--- src/rtl/sam_pkg.sv ---
// Shared types and constants for the sepia / mirror pixel stream block.
// No dependencies; imported by every other file of the block.
package sam_pkg;

  localparam int PIX_W  = 24;
  localparam int CH_W   = 8;
  localparam int COL_W  = 7;
  localparam int ROW_W  = 16;
  localparam int CFG_W  = 16;
  localparam int WGT_W  = 10;
  localparam int SUM_W  = 19;
  localparam int RCP_W  = 19;
  localparam int PROD_W = SUM_W + RCP_W;
  localparam int QUO_W  = 9;

  // floor(s/1000) == (s * RECIP_1000) >> RECIP_SHIFT for every sum up to 1351*255
  localparam int RECIP_SHIFT = 28;
  localparam logic [RCP_W-1:0] RECIP_1000 = 19'd268436;
  localparam logic [CH_W-1:0]  CH_MAX     = 8'd255;

  typedef logic [WGT_W-1:0] wgt_t;

  localparam wgt_t SEPIA_WGT [0:2][0:2] = '{
    '{10'd393, 10'd769, 10'd189},
    '{10'd349, 10'd686, 10'd168},
    '{10'd272, 10'd534, 10'd131}
  };

  typedef enum logic [1:0] {
    CFG_SEPIA  = 2'd0,
    CFG_MIRROR = 2'd1,
    CFG_WIDTH  = 2'd2,
    CFG_ROWS   = 2'd3
  } cfg_idx_t;

  typedef struct packed {
    logic capture;
    logic sum;
    logic div;
    logic store;
    logic col_next;
    logic row_next;
    logic rd_load;
    logic read;
    logic rd_dec;
    logic out_load;
    logic out_sel_mem;
  } sam_cmd_t;

  typedef struct packed {
    logic in_valid;
    logic mirror_en;
    logic last_col;
    logic out_free;
    logic rd_zero;
  } sam_sts_t;

endpackage

--- src/rtl/sam_if.sv ---
// Handshake channel interfaces: pixel input, pixel result, register write.
// Depends on sam_pkg for widths.
interface sam_pix_in_if import sam_pkg::*; ();
  logic            valid;
  logic            ready;
  logic [CH_W-1:0] in_red;
  logic [CH_W-1:0] in_green;
  logic [CH_W-1:0] in_blue;

  modport source (output valid, output in_red, output in_green, output in_blue, input ready);
  modport sink   (input valid, input in_red, input in_green, input in_blue, output ready);
endinterface

interface sam_pix_out_if import sam_pkg::*; ();
  logic            valid;
  logic            ready;
  logic [CH_W-1:0] out_red;
  logic [CH_W-1:0] out_green;
  logic [CH_W-1:0] out_blue;
  logic            row_end;
  logic            frame_end;

  modport source (output valid, output out_red, output out_green, output out_blue,
                  output row_end, output frame_end, input ready);
  modport sink   (input valid, input out_red, input out_green, input out_blue,
                  input row_end, input frame_end, output ready);
endinterface

interface sam_cfg_if import sam_pkg::*; ();
  logic             valid;
  logic             ready;
  cfg_idx_t         index;
  logic [CFG_W-1:0] data;

  modport source (output valid, output index, output data, input ready);
  modport sink   (input valid, input index, input data, output ready);
endinterface

--- src/rtl/sam_ctrl.sv ---
// Sequencing state machine: accept, sepia sum, divide, decide, reversed readout.
// Depends on sam_pkg; drives sam_dp through sam_cmd_t.
module sam_ctrl import sam_pkg::*; (
  input  logic     clk,
  input  logic     rst_n,
  input  sam_sts_t sts,
  output logic     in_ready,
  output sam_cmd_t cmd
);

  typedef enum logic [2:0] {
    ST_IDLE,
    ST_SUM,
    ST_DIV,
    ST_DECIDE,
    ST_RD,
    ST_LOAD
  } state_t;

  state_t state_r, state_nxt;

  always_comb begin
    state_nxt = state_r;
    cmd       = '0;
    in_ready  = 1'b0;
    case (state_r)
      ST_IDLE: begin
        in_ready = 1'b1;
        if (sts.in_valid) begin
          cmd.capture = 1'b1;
          state_nxt   = ST_SUM;
        end
      end
      ST_SUM: begin
        cmd.sum   = 1'b1;
        state_nxt = ST_DIV;
      end
      ST_DIV: begin
        cmd.div   = 1'b1;
        state_nxt = ST_DECIDE;
      end
      ST_DECIDE: begin
        cmd.store = 1'b1;
        if (sts.mirror_en) begin
          if (sts.last_col) begin
            cmd.rd_load = 1'b1;
            state_nxt   = ST_RD;
          end else begin
            cmd.col_next = 1'b1;
            state_nxt    = ST_IDLE;
          end
        end else if (sts.out_free) begin
          cmd.out_load = 1'b1;
          cmd.col_next = !sts.last_col;
          cmd.row_next = sts.last_col;
          state_nxt    = ST_IDLE;
        end
      end
      ST_RD: begin
        cmd.read  = 1'b1;
        state_nxt = ST_LOAD;
      end
      ST_LOAD: begin
        if (sts.out_free) begin
          cmd.out_load    = 1'b1;
          cmd.out_sel_mem = 1'b1;
          if (sts.rd_zero) begin
            cmd.row_next = 1'b1;
            state_nxt    = ST_IDLE;
          end else begin
            cmd.rd_dec = 1'b1;
            state_nxt  = ST_RD;
          end
        end
      end
      default: begin
        state_nxt = ST_IDLE;
      end
    endcase
  end

  always_ff @(posedge clk) begin
    if (!rst_n) begin
      state_r <= ST_IDLE;
    end else begin
      state_r <= state_nxt;
    end
  end

endmodule

--- src/rtl/sam_dp.sv ---
// Datapath: config registers, sepia matrix, row store, counters, result register.
// Depends on sam_pkg; commanded by sam_ctrl.
module sam_dp import sam_pkg::*; #(
  parameter int MAX_WIDTH = 64
) (
  input  logic             clk,
  input  logic             rst_n,
  input  sam_cmd_t         cmd,
  output sam_sts_t         sts,
  input  logic             in_valid,
  input  logic [PIX_W-1:0] in_pix,
  input  logic             cfg_we,
  input  cfg_idx_t         cfg_index,
  input  logic [CFG_W-1:0] cfg_data,
  input  logic             out_ready,
  output logic             out_valid,
  output logic [PIX_W-1:0] out_pix,
  output logic             out_row_end,
  output logic             out_frame_end
);

  localparam int ADDR_W = (MAX_WIDTH > 1) ? $clog2(MAX_WIDTH) : 1;
  localparam logic [COL_W-1:0] MAX_COL = COL_W'(MAX_WIDTH - 1);
  localparam logic [COL_W-1:0] MAX_W   = COL_W'(MAX_WIDTH);

  logic             sepia_en_r;
  logic             mirror_en_r;
  logic [COL_W-1:0] row_width_r;
  logic [ROW_W-1:0] frame_rows_r;

  logic [PIX_W-1:0] pix_r;
  logic [SUM_W-1:0] sum_r [0:2];
  logic [PIX_W-1:0] px_r;
  logic [PIX_W-1:0] row_store [0:MAX_WIDTH-1];
  logic [PIX_W-1:0] rd_data_r;
  logic [ADDR_W-1:0] rd_idx_r;
  logic [COL_W-1:0] column_count_r;
  logic [ROW_W-1:0] row_count_r;

  logic             out_valid_r;
  logic [PIX_W-1:0] out_pix_r;
  logic             out_row_end_r;
  logic             out_frame_end_r;

  logic [COL_W-1:0] width_eff;
  logic [ROW_W-1:0] rows_eff;
  logic [COL_W-1:0] col;
  logic             last_col;
  logic             last_row;
  logic             rd_zero;
  logic             out_free;
  logic [CH_W-1:0]  sep_ch [0:2];
  logic [SUM_W-1:0] sum_nxt [0:2];
  logic [PROD_W-1:0] prod [0:2];
  logic [QUO_W-1:0] quo [0:2];

  // config
  always_ff @(posedge clk) begin
    if (!rst_n) begin
      sepia_en_r   <= 1'b0;
      mirror_en_r  <= 1'b0;
      row_width_r  <= MAX_W;
      frame_rows_r <= ROW_W'(1);
    end else if (cfg_we) begin
      case (cfg_index)
        CFG_SEPIA:  sepia_en_r   <= cfg_data[0];
        CFG_MIRROR: mirror_en_r  <= cfg_data[0];
        CFG_WIDTH:  row_width_r  <= cfg_data[COL_W-1:0];
        CFG_ROWS:   frame_rows_r <= cfg_data[ROW_W-1:0];
        default: begin
        end
      endcase
    end
  end

  always_comb begin
    if (row_width_r == '0) begin
      width_eff = COL_W'(1);
    end else if (row_width_r > MAX_W) begin
      width_eff = MAX_W;
    end else begin
      width_eff = row_width_r;
    end
    rows_eff = (frame_rows_r == '0) ? ROW_W'(1) : frame_rows_r;
    col      = (column_count_r > MAX_COL) ? MAX_COL : column_count_r;
    last_col = col >= (width_eff - COL_W'(1));
    last_row = row_count_r >= (rows_eff - ROW_W'(1));
    rd_zero  = rd_idx_r == '0;
    out_free = !out_valid_r || out_ready;
  end

  // sepia: weighted sums, then divide by 1000 through a reciprocal multiply
  always_comb begin
    for (int k = 0; k < 3; k++) begin
      sum_nxt[k] = SUM_W'(SEPIA_WGT[k][0]) * SUM_W'(pix_r[23:16])
                 + SUM_W'(SEPIA_WGT[k][1]) * SUM_W'(pix_r[15:8])
                 + SUM_W'(SEPIA_WGT[k][2]) * SUM_W'(pix_r[7:0]);
      prod[k]    = PROD_W'(sum_r[k]) * PROD_W'(RECIP_1000);
      quo[k]     = prod[k][RECIP_SHIFT +: QUO_W];
      sep_ch[k]  = (quo[k] > QUO_W'(CH_MAX)) ? CH_MAX : quo[k][CH_W-1:0];
    end
  end

  always_ff @(posedge clk) begin
    if (cmd.capture) begin
      pix_r <= in_pix;
    end
    if (cmd.sum) begin
      for (int k = 0; k < 3; k++) begin
        sum_r[k] <= sum_nxt[k];
      end
    end
    if (cmd.div) begin
      px_r <= sepia_en_r ? {sep_ch[0], sep_ch[1], sep_ch[2]} : pix_r;
    end
  end

  // row store
  always_ff @(posedge clk) begin
    if (cmd.store) begin
      row_store[col[ADDR_W-1:0]] <= px_r;
    end
    if (cmd.read) begin
      rd_data_r <= row_store[rd_idx_r];
    end
  end

  always_ff @(posedge clk) begin
    if (cmd.rd_load) begin
      rd_idx_r <= col[ADDR_W-1:0];
    end else if (cmd.rd_dec) begin
      rd_idx_r <= rd_idx_r - ADDR_W'(1);
    end
  end

  // column and row position
  always_ff @(posedge clk) begin
    if (!rst_n) begin
      column_count_r <= '0;
      row_count_r    <= '0;
    end else if (cmd.row_next) begin
      column_count_r <= '0;
      row_count_r    <= last_row ? '0 : row_count_r + ROW_W'(1);
    end else if (cmd.col_next) begin
      column_count_r <= col + COL_W'(1);
    end
  end

  // result register
  always_ff @(posedge clk) begin
    if (!rst_n) begin
      out_valid_r <= 1'b0;
    end else if (cmd.out_load) begin
      out_valid_r <= 1'b1;
    end else if (out_ready) begin
      out_valid_r <= 1'b0;
    end
  end

  always_ff @(posedge clk) begin
    if (cmd.out_load) begin
      if (cmd.out_sel_mem) begin
        out_pix_r       <= rd_data_r;
        out_row_end_r   <= rd_zero;
        out_frame_end_r <= rd_zero && last_row;
      end else begin
        out_pix_r       <= px_r;
        out_row_end_r   <= last_col;
        out_frame_end_r <= last_col && last_row;
      end
    end
  end

  assign sts.in_valid  = in_valid;
  assign sts.mirror_en = mirror_en_r;
  assign sts.last_col  = last_col;
  assign sts.out_free  = out_free;
  assign sts.rd_zero   = rd_zero;

  assign out_valid     = out_valid_r;
  assign out_pix       = out_pix_r;
  assign out_row_end   = out_row_end_r;
  assign out_frame_end = out_frame_end_r;

endmodule

--- src/rtl/sepia_and_mirror_pixel_stream.sv ---
// Top level: sepia tone filter with horizontal row mirror on an RGB stream.
// Depends on sam_pkg, sam_if, sam_ctrl, sam_dp.
//
//   port     dir  transfer moves
//   in_px    in   one RGB pixel (in_red, in_green, in_blue)
//   out_px   out  one RGB pixel with row_end and frame_end
//   cfg_wr   in   register write: index, data (always ready)
//
// A pixel passes in turn through accept, weighted sum, reciprocal divide and store/decide.
// A mirrored row of w pixels is emitted in reverse order: each pixel goes through a
// registered read of the row store, then the result register.
// Reset clears config, counters and the state machine; row store contents are not reset.
// A stalled result holds in the output register; the block then waits at decide/load.
module sepia_and_mirror_pixel_stream import sam_pkg::*; #(
  parameter int MAX_WIDTH = 64
) (
  input logic         clk,
  input logic         rst_n,
  sam_pix_in_if.sink  in_px,
  sam_pix_out_if.source out_px,
  sam_cfg_if.sink     cfg_wr
);

  sam_cmd_t         cmd;
  sam_sts_t         sts;
  logic             in_ready;
  logic [PIX_W-1:0] out_pix;

  assign in_px.ready  = in_ready;
  assign cfg_wr.ready = 1'b1;

  sam_ctrl u_ctrl (
    .clk      (clk),
    .rst_n    (rst_n),
    .sts      (sts),
    .in_ready (in_ready),
    .cmd      (cmd)
  );

  sam_dp #(
    .MAX_WIDTH (MAX_WIDTH)
  ) u_dp (
    .clk           (clk),
    .rst_n         (rst_n),
    .cmd           (cmd),
    .sts           (sts),
    .in_valid      (in_px.valid),
    .in_pix        ({in_px.in_red, in_px.in_green, in_px.in_blue}),
    .cfg_we        (cfg_wr.valid),
    .cfg_index     (cfg_wr.index),
    .cfg_data      (cfg_wr.data),
    .out_ready     (out_px.ready),
    .out_valid     (out_px.valid),
    .out_pix       (out_pix),
    .out_row_end   (out_px.row_end),
    .out_frame_end (out_px.frame_end)
  );

  assign out_px.out_red   = out_pix[23:16];
  assign out_px.out_green = out_pix[15:8];
  assign out_px.out_blue  = out_pix[7:0];

endmodule

--- src/flat_wrapper.sv ---
// flat-port wrapper written by rule: the top's interface ports become plain ports
module sepia_and_mirror_pixel_stream_flat import sam_pkg::*;
#(
  parameter int MAX_WIDTH = 64
)
  (clk, rst_n, in_px_valid, in_px_in_red, in_px_in_green, in_px_in_blue, in_px_ready, out_px_valid, out_px_out_red, out_px_out_green, out_px_out_blue, out_px_row_end, out_px_frame_end, out_px_ready, cfg_wr_valid, cfg_wr_index, cfg_wr_data, cfg_wr_ready);
  sam_pix_in_if in_px_i ();
  sam_pix_out_if out_px_i ();
  sam_cfg_if cfg_wr_i ();
  input logic clk;
  input logic rst_n;
  input wire logic [$bits(in_px_i.valid)-1:0] in_px_valid;
  input wire logic [$bits(in_px_i.in_red)-1:0] in_px_in_red;
  input wire logic [$bits(in_px_i.in_green)-1:0] in_px_in_green;
  input wire logic [$bits(in_px_i.in_blue)-1:0] in_px_in_blue;
  output wire logic [$bits(in_px_i.ready)-1:0] in_px_ready;
  output wire logic [$bits(out_px_i.valid)-1:0] out_px_valid;
  output wire logic [$bits(out_px_i.out_red)-1:0] out_px_out_red;
  output wire logic [$bits(out_px_i.out_green)-1:0] out_px_out_green;
  output wire logic [$bits(out_px_i.out_blue)-1:0] out_px_out_blue;
  output wire logic [$bits(out_px_i.row_end)-1:0] out_px_row_end;
  output wire logic [$bits(out_px_i.frame_end)-1:0] out_px_frame_end;
  input wire logic [$bits(out_px_i.ready)-1:0] out_px_ready;
  input wire logic [$bits(cfg_wr_i.valid)-1:0] cfg_wr_valid;
  input wire logic [$bits(cfg_wr_i.index)-1:0] cfg_wr_index;
  input wire logic [$bits(cfg_wr_i.data)-1:0] cfg_wr_data;
  output wire logic [$bits(cfg_wr_i.ready)-1:0] cfg_wr_ready;
  assign in_px_i.valid = in_px_valid;
  assign in_px_i.in_red = in_px_in_red;
  assign in_px_i.in_green = in_px_in_green;
  assign in_px_i.in_blue = in_px_in_blue;
  assign in_px_ready = in_px_i.ready;
  assign out_px_valid = out_px_i.valid;
  assign out_px_out_red = out_px_i.out_red;
  assign out_px_out_green = out_px_i.out_green;
  assign out_px_out_blue = out_px_i.out_blue;
  assign out_px_row_end = out_px_i.row_end;
  assign out_px_frame_end = out_px_i.frame_end;
  assign out_px_i.ready = out_px_ready;
  assign cfg_wr_i.valid = cfg_wr_valid;
  assign cfg_wr_i.index = cfg_wr_index;
  assign cfg_wr_i.data = cfg_wr_data;
  assign cfg_wr_ready = cfg_wr_i.ready;
  sepia_and_mirror_pixel_stream #(.MAX_WIDTH(MAX_WIDTH)) u_core (.clk(clk), .rst_n(rst_n), .in_px(in_px_i), .out_px(out_px_i), .cfg_wr(cfg_wr_i));
endmodule
--- config.mk ---
export PLATFORM = sky130hd
export DESIGN_NAME = sepia_and_mirror_pixel_stream_flat
export DESIGN_NICKNAME = d
export VERILOG_FILES = /design/src/rtl/sam_pkg.sv /design/src/rtl/sam_if.sv /design/src/rtl/sam_ctrl.sv /design/src/rtl/sam_dp.sv /design/src/rtl/sepia_and_mirror_pixel_stream.sv /design/src/flat_wrapper.sv
export SDC_FILE = /design/constraint.sdc
export NUM_CORES = 2
export LEC_CHECK = 0
export BUFFER_PORTS_ARGS = -buffer_cell sky130_fd_sc_hd__buf_2
export CORE_MARGIN = 2
export CORE_UTILIZATION = 53
export CTS_CLUSTER_SIZE = 20
export DETAILED_ROUTE_END_ITERATION = 10
export MAX_ROUTING_LAYER = met4
export PLACE_DENSITY = 0.81
export SKIP_LAST_GASP = 1
export SYNTH_ARGS = -nofsm -noshare
export SYNTH_HDL_FRONTEND = slang
export SYNTH_SLANG_ARGS = --single-unit
--- constraint.sdc ---
create_clock -name clk -period 11.65 [get_ports clk]
set_input_delay 1.7475 -clock clk [delete_from_list [all_inputs] [get_ports clk]]
set_output_delay 1.7475 -clock clk [all_outputs]
set_load 0.01 [all_outputs]
==> summary.txt <==
CLOCK TREE
--------------------------------------------------------------------------------
Number of buffers added by the clock tree synthesis step                     164
Total number of clock tree sinks                                            1749
CTS-repair resized insts                                                       0
Hold buffer count at cts                                                       0
Post-CTS setup repair buffer count                                             0
CTS Root Cell                                                          clkbuf_16
Later-pin clock latency in the skew report                                850 ps
Longest Clk Path Bufs                                                          3
CTS tree                                                                   built
Clock transition at path regs                                              60 ps
CTS H-tree lvls                                                                4

PLACE
--------------------------------------------------------------------------------
Detailed Place HPWL                                                    133000 um
Routability congestion estimate from global placement                      0.978
Count of buffers inserted at the top-level ports                              74

DETAILED ROUTING
--------------------------------------------------------------------------------
Routed WL                                                              222000 um
Starting DRT DRC Count                                                      5753
Number of iterations in the first detailed-routing pass                        8
Post-DR wirelength/cell                                                  25.7 um
Total number of vias                                                       53300
Number of vias per cell                                                     6.15
DRC Markers                                                                    0
Antenna Violating Nets Remaining                                               0

CRITICAL PATH
--------------------------------------------------------------------------------
Worst setup EP type                                                     register
Critical path data required time                                        12230 ps
Kind of launch point of the worst setup path                            register
Critical path type                                                    reg -> reg
Maximum fanout count along the critical path                                   9
CP arrival                                                               8110 ps

STA
--------------------------------------------------------------------------------
Relative slew slack                                                      -0.0555
Final-report setup violation count                                             0
RSZ-0062 raised after global routing                                          no
Max Slew Vio Count                                                             4
Setup TNS                                                                   0 ps
Largest clock skew in the final design                                   50.6 ps
Highest clock rate                                                       133 MHz
Final worst path period share                                              0.646
Pin slew with the least headroom to its limit                            1570 ps
Fin. Hold Viols                                                                0
Post-layout minimum cycle time                                           7530 ps

SYNTHESIS
--------------------------------------------------------------------------------
Synthesized-area fraction occupied by ao, oa, aoi and oai cells           0.0631
Post-Synthesis Net Count                                                    7312
Prevailing post-synth register cell                                     edfxtp_1
Main combinational cell family by area after synthesis               adder cells
Area of the mapped netlist                                             90300 um2
Xor/xnor cell area share of the yosys netlist                             0.0107
Simple-Gate Fraction of Synth Area                                        0.0354
Mapped Cells                                                                6165
Number of different library cells in the post-synthesis netlist               81
FF+latch count, synth                                                       1749
Share of async-settable or async-resettable flops after synthesis              0
Mapped Avg Cell Area                                                    14.7 um2
Adder-cell share of the synthesized area                                   0.179
Sequential fraction of the synthesis area                                  0.576
Multiplexer share of the synthesized area                                 0.0930
EDFF count, synth                                                           1697
Total number of yosys warnings                                                 0

FLOORPLAN
--------------------------------------------------------------------------------
I/O pin total                                                                 76
Die extent in y                                                           417 um
Core ar.                                                              169000 um2
Horizontal extent of the die                                              417 um
Effective utilization at floorplan                                         0.534
Overall die area                                                      174000 um2
Row count                                                                    151

RUN
--------------------------------------------------------------------------------
Max Cap Violations                                                             2

OUTCOME
--------------------------------------------------------------------------------
Outcome                                                             complete, but fails checks
Violated checks                                                     capacitance limit, slew limit

WORST HOLD PATH
--------------------------------------------------------------------------------
Path type of the worst min-delay path                                 reg -> reg

FINAL LAYOUT
--------------------------------------------------------------------------------
Most used cells in the layout excluding fill and tap cells          edfxtp_1, inv_1, ha_1, a21oi_1, fa_1
Leading cell type in the layout, fill and taps excluded                 edfxtp_1
Share of layout cells above drive strength 1                               0.129
Layout Area Growth over Synthesis                                          9.67%
Count of nets after finishing                                               7462
Number of diodes added for antenna fixing                                      0
Total of fill cells in the finished design                                 12400

GLOBAL ROUTE
--------------------------------------------------------------------------------
Grt ovf                                                                        0
Initial antenna violation count                                                0
Global-route wire length before repair                                 333000 um
Number of global-route vias before repair                                  55300
Maximum number of pins on one net before global-route repair                 136
Tot GR Track Use                                                           0.264

-- layout make-up --
type	instances	area, um2	share of cell area
clock buffer	200	4280	0.0432
tap	2218	2780	0.0280
inverter	800	3000	0.0303
timing repair buffer	201	1390	0.0140
sequential	1749	52000	0.525
clock inverter	91	1010	0.0102
multi-input combinational	3399	34600	0.349
-- logic make-up (layout without fill, tap and decap cells) --
logic type,count (synthesis),in the layout
other,2,2
AOI/OAI and AO/OA,919,919
buffers and inverters,1017,1292
muxes,587,587
xor gates and xnor gates,110,110
adders and majority gates,1100,1100
and+or+nand+nor,681,681
DFF,1749,1749
-- worst max-delay path, stage by stage, from the launching register on --
cell and delay, ps:
edfxtp_1 590, fa_1 600, inv_1 50, fa_1 500, inv_1 50, fa_1 500
inv_1 50, fa_1 470, inv_1 50, ha_1 320, a21oi_1 180, xnor2_1 150
ha_1 260, inv_1 80, fa_1 440, fa_1 550, inv_1 50, fa_1 490
fa_1 410, ha_1 370, nand2_1 70, o21ai_0 330, a211oi_1 170, o31ai_1 280
a21oi_1 120, xnor2_1 140
-- registers in the layout (all words and copies together), names as in the netlist --
register / flops
u_core.u_dp.row_store: 1536
u_core.u_dp.sum_r: 57
u_core.u_dp.out_pix: 24
u_core.u_dp.pix_r: 24
u_core.u_dp.px_r: 24
u_core.u_dp.rd_data_r: 24
u_core.u_dp.frame_rows_r: 16
u_core.u_dp.row_count_r: 16
u_core.u_dp.column_count_r: 7
u_core.u_dp.row_width_r: 7
u_core.u_dp.rd_idx_r: 6
u_core.u_ctrl.state_r: 3
u_core.u_dp.mirror_en_r: 1
u_core.u_dp.out_frame_end: 1
u_core.u_dp.out_row_end: 1
u_core.u_dp.out_valid: 1
u_core.u_dp.sepia_en_r: 1
-- metal layers --
layer | GRT usage | up-vias | routed length [um]
met3 | 0.0473 | 573 | 20000
met1 | 0.320 | 26700 | 82500
met2 | 0.429 | 2892 | 108000
met4 | 0.129 | 0 | 12000
li1 | - | 23100 | -
met5 | - | - | 0
-- stage by stage --
step	std cells	hold slack, ps	worst slack (ps)	instance area (um2)	utilization
global route	8658	522	3680	99100	0.585
CTS	8658	498	4110	99100	0.585
detailed placement	8367	490	4150	93800	0.554
finish	8658	496	4120	99100	0.585
global placement	8367	482	4240	93800	0.554
floorplan	6165	454	4640	90300	-
-- Yosys cell counts, types with 10 or more instances --
master    count  area share
a211oi_1     44      0.0037
ha_1        782        0.11
a21o_1       28      0.0023
o21ai_1      32      0.0018
o221ai_1     97      0.0094
inv_1       799       0.033
dfxtp_1      52       0.012
nor2_1      206      0.0086
nand3_1      44      0.0024
buf_1        23     0.00096
clkbuf_1    118      0.0049
or3_1        20      0.0014
xnor2_1      77      0.0075
buf_2        72      0.0040
nor2b_1      26      0.0018
mux4_2      192       0.048
mux2_2       96       0.012
and2_1       12     0.00083
mux2i_1     299       0.033
nand2_1     190      0.0079
o22ai_1     100      0.0069
o211ai_1     10     0.00083
o21ai_0     134      0.0074
nor3_1       81      0.0045
xor2_1       33      0.0032
edfxtp_1   1697        0.56
a21oi_1     344       0.019
or2_2        15      0.0010
nand4_1      16      0.0011
a31oi_1      25      0.0017
a21boi_0     23      0.0019
and3_1       14     0.00097
nand2b_1     17      0.0012
fa_1        318       0.070
-- worst paths after layout --
path | startpoint | endpoint | slack (ps) | cells past startpoint
setup reg to reg | u_core.u_dp.pix_r[13] | u_core.u_dp.sum_r[0][36] | 4120 | 25
setup / recovery | u_core.u_dp.pix_r[13] | u_core.u_dp.sum_r[0][36] | 4120 | 25
hold / removal | u_core.u_dp.frame_rows_r[1] | u_core.u_dp.frame_rows_r[1] | 500 | 2
hold reg to reg | u_core.u_dp.frame_rows_r[1] | u_core.u_dp.frame_rows_r[1] | 500 | 2
Power is left out: the tool's default activity adds up to more than one toggle a clock period on the data nets, which glitch-free logic cannot reach.
